### src/rtl/dpta_pkg.sv
// Package for the dot-product top-two argmax block.
// Holds the item structs, widths and score limits that the rtl modules share.
// No dependencies.
`timescale 1ns / 1ps

package dpta_pkg;

  localparam int KEY_W   = 24;
  localparam int COL_W   = 10;
  localparam int SCORE_W = 40;
  localparam int PROD_W  = 32;
  localparam int THR_W   = 31;

  localparam logic signed [SCORE_W-1:0] SCORE_MIN = {1'b1, {(SCORE_W-1){1'b0}}};
  localparam logic signed [SCORE_W-1:0] SCORE_MAX = {1'b0, {(SCORE_W-1){1'b1}}};
  localparam logic [THR_W-1:0]          TIE_RESET = THR_W'(65536);

  typedef struct packed {
    logic signed [KEY_W-1:0] key_part;
    logic signed [KEY_W-1:0] query_part;
    logic [COL_W-1:0]        column_index;
    logic                    last_term;
    logic                    last_column;
  } term_t;

  typedef struct packed {
    logic [COL_W-1:0]          best_index;
    logic [COL_W-1:0]          second_index;
    logic                      tied;
    logic                      skip_row;
    logic signed [SCORE_W-1:0] best_score;
  } result_t;

  typedef struct packed {
    logic signed [PROD_W-1:0] product;
    logic [COL_W-1:0]         column;
    logic                     last_term;
    logic                     last_column;
    logic                     key_nonzero;
  } prod_t;

  typedef struct packed {
    logic signed [SCORE_W-1:0] top_score;
    logic [COL_W-1:0]          top_column;
    logic signed [SCORE_W-1:0] runner_score;
    logic [COL_W-1:0]          runner_column;
    logic                      key_seen;
  } snap_t;

endpackage

### src/rtl/dpta_front.sv
// Input register and product stage of the top-two argmax block.
// Registers each item, multiplies key by query and scales to Q16.16.
// Depends on dpta_pkg.
`timescale 1ns / 1ps

module dpta_front (
  input  logic           clk,
  input  logic           rst,
  input  logic           term_valid,
  output logic           term_stall,
  input  dpta_pkg::term_t term,
  output logic           prod_valid,
  input  logic           prod_ready,
  output dpta_pkg::prod_t prod
);
  import dpta_pkg::*;

  logic                      term_reg_valid;
  term_t                     term_reg;
  logic                      s1_free;
  logic                      s2_free;
  logic signed [2*KEY_W-1:0] full_product;

  assign s2_free    = !prod_valid || prod_ready;
  assign s1_free    = !term_reg_valid || s2_free;
  assign term_stall = !s1_free;

  assign full_product = term_reg.key_part * term_reg.query_part;

  always_ff @(posedge clk) begin
    if (rst) begin
      term_reg_valid <= 1'b0;
      prod_valid     <= 1'b0;
    end else begin
      if (s1_free) begin
        term_reg_valid <= term_valid;
      end
      if (s2_free) begin
        prod_valid <= term_reg_valid;
      end
    end
  end

  always_ff @(posedge clk) begin
    if (s1_free && term_valid) begin
      term_reg <= term;
    end
    if (s2_free && term_reg_valid) begin
      // floor shift: arithmetic right shift of the Q16.32 product
      prod.product     <= PROD_W'(full_product >>> 16);
      prod.column      <= term_reg.column_index;
      prod.last_term   <= term_reg.last_term;
      prod.last_column <= term_reg.last_column;
      prod.key_nonzero <= (term_reg.key_part != '0);
    end
  end

  property p_prod_hold;
    @(posedge clk) disable iff (rst)
      prod_valid && !prod_ready |=> prod_valid && $stable(prod);
  endproperty
  a_prod_hold: assert property (p_prod_hold) else $error("product item changed while held");

  property p_term_hold;
    @(posedge clk) disable iff (rst)
      term_reg_valid && !s1_free |=> term_reg_valid && $stable(term_reg);
  endproperty
  a_term_hold: assert property (p_term_hold) else $error("input register changed while held");

  property p_stall_when_full;
    @(posedge clk) disable iff (rst)
      term_stall |-> term_reg_valid && prod_valid;
  endproperty
  a_stall_when_full: assert property (p_stall_when_full) else $error("stall with free stage");

endmodule

### src/rtl/dpta_rank.sv
// Score accumulator and running top-two of the argmax block.
// Sums products per column, ranks column scores, snapshots the winners at row end.
// Depends on dpta_pkg.
`timescale 1ns / 1ps

module dpta_rank (
  input  logic            clk,
  input  logic            rst,
  input  logic            prod_valid,
  output logic            prod_ready,
  input  dpta_pkg::prod_t prod,
  output logic            snap_valid,
  input  logic            snap_ready,
  output dpta_pkg::snap_t snap
);
  import dpta_pkg::*;

  logic signed [SCORE_W-1:0] acc;
  logic signed [SCORE_W-1:0] top_score;
  logic signed [SCORE_W-1:0] runner_score;
  logic [COL_W-1:0]          top_column;
  logic [COL_W-1:0]          runner_column;
  logic                      key_seen;

  logic signed [SCORE_W:0]   sum;
  logic signed [SCORE_W-1:0] score;
  logic signed [SCORE_W-1:0] top_score_next;
  logic signed [SCORE_W-1:0] runner_score_next;
  logic [COL_W-1:0]          top_column_next;
  logic [COL_W-1:0]          runner_column_next;
  logic                      key_seen_next;
  logic                      row_end;
  logic                      fire;

  assign row_end    = prod.last_term && prod.last_column;
  assign prod_ready = !row_end || !snap_valid || snap_ready;
  assign fire       = prod_valid && prod_ready;

  assign sum = {acc[SCORE_W-1], acc} + (SCORE_W+1)'(prod.product);

  always_comb begin
    priority if (sum[SCORE_W] != sum[SCORE_W-1]) begin
      score = sum[SCORE_W] ? SCORE_MIN : SCORE_MAX;
    end else begin
      score = sum[SCORE_W-1:0];
    end
  end

  always_comb begin
    top_score_next     = top_score;
    top_column_next    = top_column;
    runner_score_next  = runner_score;
    runner_column_next = runner_column;
    key_seen_next      = key_seen || prod.key_nonzero;
    if (prod.last_term) begin
      priority if (score > top_score) begin
        runner_score_next  = top_score;
        runner_column_next = top_column;
        top_score_next     = score;
        top_column_next    = prod.column;
      end else if (score > runner_score) begin
        runner_score_next  = score;
        runner_column_next = prod.column;
      end
    end
  end

  always_ff @(posedge clk) begin
    if (rst) begin
      acc           <= '0;
      top_score     <= SCORE_MIN;
      runner_score  <= SCORE_MIN;
      top_column    <= '0;
      runner_column <= '0;
      key_seen      <= 1'b0;
      snap_valid    <= 1'b0;
    end else begin
      if (fire && row_end) begin
        snap_valid <= 1'b1;
      end else if (snap_ready) begin
        snap_valid <= 1'b0;
      end
      if (fire) begin
        if (row_end) begin
          acc           <= '0;
          top_score     <= SCORE_MIN;
          runner_score  <= SCORE_MIN;
          top_column    <= '0;
          runner_column <= '0;
          key_seen      <= 1'b0;
        end else begin
          acc           <= prod.last_term ? '0 : score;
          top_score     <= top_score_next;
          runner_score  <= runner_score_next;
          top_column    <= top_column_next;
          runner_column <= runner_column_next;
          key_seen      <= key_seen_next;
        end
      end
    end
  end

  always_ff @(posedge clk) begin
    if (fire && row_end) begin
      snap.top_score     <= top_score_next;
      snap.top_column    <= top_column_next;
      snap.runner_score  <= runner_score_next;
      snap.runner_column <= runner_column_next;
      snap.key_seen      <= key_seen_next;
    end
  end

  property p_order;
    @(posedge clk) disable iff (rst)
      top_score >= runner_score;
  endproperty
  a_order: assert property (p_order) else $error("runner-up above top score");

  property p_row_clear;
    @(posedge clk) disable iff (rst)
      fire && row_end |=> acc == '0 && !key_seen && top_score == SCORE_MIN;
  endproperty
  a_row_clear: assert property (p_row_clear) else $error("row state not cleared");

  property p_snap_hold;
    @(posedge clk) disable iff (rst)
      snap_valid && !snap_ready |=> snap_valid && $stable(snap);
  endproperty
  a_snap_hold: assert property (p_snap_hold) else $error("snapshot lost while held");

  property p_col_clear;
    @(posedge clk) disable iff (rst)
      fire && prod.last_term |=> acc == '0;
  endproperty
  a_col_clear: assert property (p_col_clear) else $error("accumulator kept past column end");

endmodule

### src/rtl/dpta_result.sv
// Result stage of the top-two argmax block.
// Applies the tie threshold and skip rule, holds the result item for the consumer.
// Depends on dpta_pkg.
`timescale 1ns / 1ps

module dpta_result (
  input  logic                       clk,
  input  logic                       rst,
  input  logic [dpta_pkg::THR_W-1:0] tie_threshold,
  input  logic                       snap_valid,
  output logic                       snap_ready,
  input  dpta_pkg::snap_t            snap,
  output logic                       result_valid,
  input  logic                       result_stall,
  output dpta_pkg::result_t          result
);
  import dpta_pkg::*;

  logic signed [SCORE_W:0] gap;
  logic                    tied_next;

  assign snap_ready = !result_valid || !result_stall;

  assign gap = {snap.top_score[SCORE_W-1], snap.top_score}
             - {snap.runner_score[SCORE_W-1], snap.runner_score};
  assign tied_next = gap < $signed({{(SCORE_W+1-THR_W){1'b0}}, tie_threshold});

  always_ff @(posedge clk) begin
    if (rst) begin
      result_valid <= 1'b0;
    end else if (snap_ready) begin
      result_valid <= snap_valid;
    end
  end

  always_ff @(posedge clk) begin
    if (snap_ready && snap_valid) begin
      if (snap.key_seen) begin
        result.best_index   <= snap.top_column;
        result.second_index <= snap.runner_column;
        result.tied         <= tied_next;
        result.skip_row     <= 1'b0;
        result.best_score   <= snap.top_score;
      end else begin
        result.best_index   <= '0;
        result.second_index <= '0;
        result.tied         <= 1'b0;
        result.skip_row     <= 1'b1;
        result.best_score   <= '0;
      end
    end
  end

  property p_skip_zero;
    @(posedge clk) disable iff (rst)
      result_valid && result.skip_row |->
        result.best_score == '0 && !result.tied && result.best_index == '0;
  endproperty
  a_skip_zero: assert property (p_skip_zero) else $error("skipped row with nonzero fields");

  property p_take_snap;
    @(posedge clk) disable iff (rst)
      snap_valid && snap_ready |=> result_valid;
  endproperty
  a_take_snap: assert property (p_take_snap) else $error("snapshot taken without result");

  property p_result_hold;
    @(posedge clk) disable iff (rst)
      result_valid && result_stall |=> result_valid && $stable(result);
  endproperty
  a_result_hold: assert property (p_result_hold) else $error("result item changed while held");

endmodule

### src/rtl/dot_product_top2_argmax_core.sv
// Top level of the streaming dot-product top-two argmax block.
// Chains dpta_front, dpta_rank and dpta_result; holds the tie threshold register.
// Depends on dpta_pkg.
//
//   channel  | valid         | stall         | payload
//   ---------+---------------+---------------+-------------------------
//   term     | term_valid    | term_stall    | term   (term_t)
//   result   | result_valid  | result_stall  | result (result_t)
//   config   | cfg_write_enable              | cfg_write_data (31 bits)
//
// One term item per cycle, sustained while no held result stalls the pipe.
// One result item per row, registered after the product and snapshot stages.
// The accumulate and top-two compare loop in dpta_rank, combinational between its registers, sets that rate;
// the multiplier sits alone between the input and product registers.
// rst is synchronous: it clears all stages and the row state, threshold to 1.0.
// A held result stalls the pipe only once every stage holds an item.
`timescale 1ns / 1ps

module dot_product_top2_argmax_core (
  input  logic                       clk,
  input  logic                       rst,
  input  logic                       term_valid,
  output logic                       term_stall,
  input  dpta_pkg::term_t            term,
  output logic                       result_valid,
  input  logic                       result_stall,
  output dpta_pkg::result_t          result,
  input  logic                       cfg_write_enable,
  input  logic [dpta_pkg::THR_W-1:0] cfg_write_data
);
  import dpta_pkg::*;

  logic [THR_W-1:0] tie_threshold;
  logic             prod_valid;
  logic             prod_ready;
  prod_t            prod;
  logic             snap_valid;
  logic             snap_ready;
  snap_t            snap;

  always_ff @(posedge clk) begin
    if (rst) begin
      tie_threshold <= TIE_RESET;
    end else if (cfg_write_enable) begin
      tie_threshold <= cfg_write_data;
    end
  end

  dpta_front u_front (
    .clk        (clk),
    .rst        (rst),
    .term_valid (term_valid),
    .term_stall (term_stall),
    .term       (term),
    .prod_valid (prod_valid),
    .prod_ready (prod_ready),
    .prod       (prod)
  );

  dpta_rank u_rank (
    .clk        (clk),
    .rst        (rst),
    .prod_valid (prod_valid),
    .prod_ready (prod_ready),
    .prod       (prod),
    .snap_valid (snap_valid),
    .snap_ready (snap_ready),
    .snap       (snap)
  );

  dpta_result u_result (
    .clk           (clk),
    .rst           (rst),
    .tie_threshold (tie_threshold),
    .snap_valid    (snap_valid),
    .snap_ready    (snap_ready),
    .snap          (snap),
    .result_valid  (result_valid),
    .result_stall  (result_stall),
    .result        (result)
  );

endmodule

### config.mk
export PLATFORM = sky130hd
export DESIGN_NAME = dot_product_top2_argmax_core
export DESIGN_NICKNAME = d
export VERILOG_FILES = /design/src/rtl/dpta_pkg.sv /design/src/rtl/dpta_front.sv /design/src/rtl/dpta_rank.sv /design/src/rtl/dpta_result.sv /design/src/rtl/dot_product_top2_argmax_core.sv
export SDC_FILE = /design/constraint.sdc
export NUM_CORES = 2
export LEC_CHECK = 0
export BUFFER_PORTS_ARGS = -buffer_cell sky130_fd_sc_hd__clkbuf_2
export CORE_ASPECT_RATIO = 1.75
export CORE_MARGIN = 8
export CORE_UTILIZATION = 50
export DETAILED_ROUTE_END_ITERATION = 10
export PLACE_DENSITY = 0.67
export SLEW_MARGIN = 20
export SYNTH_ARGS = -nofsm -noshare
export SYNTH_HDL_FRONTEND = slang
export SYNTH_HIERARCHICAL = 1
export SYNTH_SLANG_ARGS = --single-unit
### constraint.sdc
create_clock -name clk -period 10.2 [get_ports clk]
set_input_delay 2.04 -clock clk [delete_from_list [all_inputs] [get_ports clk]]
set_output_delay 2.04 -clock clk [all_outputs]
set_load 0.01 [all_outputs]
==> results.sh <==
export IMPL_syn_nets=5588
export IMPL_post_cts_resized=0
export IMPL_crit_path_end_kind="flop"
export IMPL_grtUsageMet1_pct=23.6
export IMPL_timing_rr_start="u_front/term_reg[35]$_DFFE_PP_"
export IMPL_grt_usage_pct=23.7
export IMPL_setup_slack_ns=1.72
export IMPL_row_count=145
export IMPL_fin_crit_sh_pct=83.1
export IMPL_synth_area_mm2=0.0446
export IMPL_pre_cts_ws_ns=1.69
export IMPL_met2_usage_pct=46.5
export IMPL_avgViaCountPerCell=5.56
export IMPL_holdPathEnd="u_front/prod[1]$_DFFE_PP_"
export IMPL_final_common_cell="inv_1"
export IMPL_max_slew_margin_rel_pct=20.9
export IMPL_ys_flop_type="edfxtp_1"
export IMPL_cts_root_buf="clkbuf_16"
export IMPL_cts_buffers=45
export IMPL_numPortBuffers=159
export IMPL_dp_hpwl_um=93900
export IMPL_wl_um=118000
export IMPL_cpMaxStageDelayCell="clkinv_1"
export IMPL_dr_first_iter_drc_count=1636
export IMPL_min_path_type="flop to flop"
export IMPL_outcome="finished clean"
export IMPL_overflow=0
export IMPL_cpMostUsedCell="fa_1"
export IMPL_first_pass_iters=5
export IMPL_cts_sinks=444
export IMPL_met3_usage_pct=2.98
export IMPL_die_w_um=242
export IMPL_ant_nets=0
export IMPL_area_delta_synth_final_pct=7.57
export IMPL_grt_busiest_layer="met2"
export IMPL_drcViolationCount=0
export IMPL_drv_slew=0
export IMPL_diodes=0
export IMPL_min_period_ns=8.48
export IMPL_vias=32431
export IMPL_clk_pin_slew_worst_paths_ns=0.07
export IMPL_grt_pass1_vias=35420
export IMPL_place_congestion=0.967
export IMPL_fin_hold_ws_ns=0.424
export IMPL_crit_path_start_kind="flop"
export IMPL_synth_seq_area_share_pct=25.9
export IMPL_critical_path_max_stage_delay_ns=0.72
export IMPL_worstMarginPinSlew_ns=1.19
export IMPL_ys_warnings_count=6
export IMPL_die_area_mm2=0.0994
export IMPL_routedWlPerCell_um=20.3
export IMPL_critPathArrivalTime_ns=8.83
export IMPL_cts_setup_buffers=0
export IMPL_cts_buffer_depth=3
export IMPL_synthCells=4564
export IMPL_dieHeight_um=411
export IMPL_grt_max_degree=62
export IMPL_setup_viol_count_final=0
export IMPL_grt_pass1_wl_um=188000
export IMPL_fmax_ghz=0.118
export IMPL_core_area_mm2=0.0889
export IMPL_final_nets=5644
export IMPL_worstPathCellList="clkinv_1, nor2_1, fa_1, fa_1, fa_1, fa_1, fa_1, fa_1, inv_1, fa_1, inv_1, ha_1, and3_1, and3_1, and3b_1, a32oi_2, o2bb2ai_2, a211o_1, a31oi_1, nor2_1, a211o_1"
export IMPL_worstSkewPairLatency_ns=0.61
export IMPL_hold_start="u_front/term_reg[0]$_DFFE_PP_"
export IMPL_cp_required_ns=10.55
export IMPL_syn_avg_cell_area_um2=9.78
export IMPL_h_tree_depth=2
export IMPL_drive_gt1_share_pct=8.35
export IMPL_worstRegToRegCells=21
export IMPL_synth_edf_count=268
export IMPL_path_max_fanout=19
export IMPL_ys_seq_elements=444
export IMPL_ys_types=116
export IMPL_fin_tns_setup_ns=0
export IMPL_async_reset_ff_share_pct=0
export IMPL_finClkSkew_ns=0.0246
export IMPL_timing_rr_end="u_front/prod[44]$_DFFE_PP_"
export IMPL_io_pins=160
export IMPL_whs_path_depth=0
export IMPL_antenna_found_initial=0
export IMPL_rsz0062_at_grt="no"
export IMPL_holdBufCountCts=0
export IMPL_start_util_pct=50.2
export IMPL_cts_tree="yes"
export IMPL_largest_reg_flops=101
export IMPL_max_cap_viol_count=0
export IMPL_final_cell_mix="810 x inv_1, 608 x fa_1, 485 x nand2_1, 331 x and2_1, 320 x ha_1"
export IMPL_hold_viol_final=0
export IMPL_worst_r2r_setup_slack_ns=1.72
export IMPL_crit_type="flop to flop"
Yosys cell counts, types with 21 or more instances:
library cell  count  share of area, %
dfxtp_1         176               7.9
nand2_1         485               4.1
edfxtp_1        268                18
nor2_1          182               1.5
clkbuf_1        167               1.4
mux2i_1          34              0.76
and2_1          332               4.7
nand4_1          34              0.48
o21a_1           26              0.44
o21ai_0         191               2.1
a21oi_1         175               2.0
xnor2_1          60               1.2
inv_1           810               6.8
nor3_1           30              0.34
nor2b_1          21              0.29
a22o_1           40              0.79
nand3_1          37              0.41
a22oi_1          71               1.2
a21o_1           58              0.98
xor2_1           44              0.86
ha_1            320               9.0
fa_1            608                27
critical path, delay by kind of cell (launching register included):
kind / cells / cell delay (ns)
adders and majority gates: 8 / 4.01
AOI/OAI and AO/OA: 5 / 1.51
DFF: 1 / 0.71
buffers and inverters: 3 / 0.83
and+or+nand+nor: 5 / 1.16
cells by family after synthesis:
kind of cell             synth area share [%]
AND/OR/NAND/NOR                          13.5
buffers and inverters                    8.85
adder cells (fa/ha/maj)                  36.3
AO/OA/AOI/OAI                            12.2
flip-flops                               25.9
XOR/XNOR                                 2.04
multiplexers                             1.13
per-layer routing:
layer,vias to the layer above,share of wire [%]
met3,370,4.4
li1,14965,-
met5,-,0
met1,16083,35
met4,0,6.5
met2,1013,54
worst max-delay path by stage:
| stage | start | end | slack (ns) | cells after the start |
|---|---|---|---|---|
| final | u_front/term_reg[35]$_DFFE_PP_ | u_front/prod[44]$_DFFE_PP_ | 1.72 | 21 |
| after detailed placement | u_front/term_reg[35]$_DFFE_PP_ | u_front/prod[44]$_DFFE_PP_ | 1.69 | 21 |
| after floorplan | result_stall | u_rank/snap[0]$_DFFE_PP_ | 2.83 | 6 |
| after CTS | u_front/term_reg[35]$_DFFE_PP_ | u_front/prod[44]$_DFFE_PP_ | 1.69 | 21 |
| after global routing | u_front/term_reg[35]$_DFFE_PP_ | u_front/prod[44]$_DFFE_PP_ | 1.33 | 21 |
| after global placement | u_front/term_reg[35]$_DFFE_PP_ | u_front/prod[44]$_DFFE_PP_ | 1.80 | 21 |
stage by stage:
stage | std cells | area, um^2 | utilization (%)
6_report | 5833 | 48000 | 54.0
5_1_grt | 5833 | 48000 | 54.0
4_1_cts | 5832 | 48000 | 54.0
3_5_place_dp | 5748 | 46400 | 52.2
3_3_place_gp | 5748 | 46400 | 52.2
2_1_floorplan | 4564 | 44600 | -
layout make-up:
| cell class | count | area (um^2) |
|---|---|---|
| sequential | 444 | 11600 |
| clock inverter | 25 | 283 |
| tap | 1176 | 1470 |
| clock buffer | 59 | 1260 |
| timing repair buffer | 206 | 1160 |
| inverter | 824 | 3090 |
| multi-input combinational | 3099 | 29200 |
| fill | 8092 | 40900 |
Power is not shown: default switching activity piles up to over one toggle a cycle in this logic, so the estimate is an artifact.
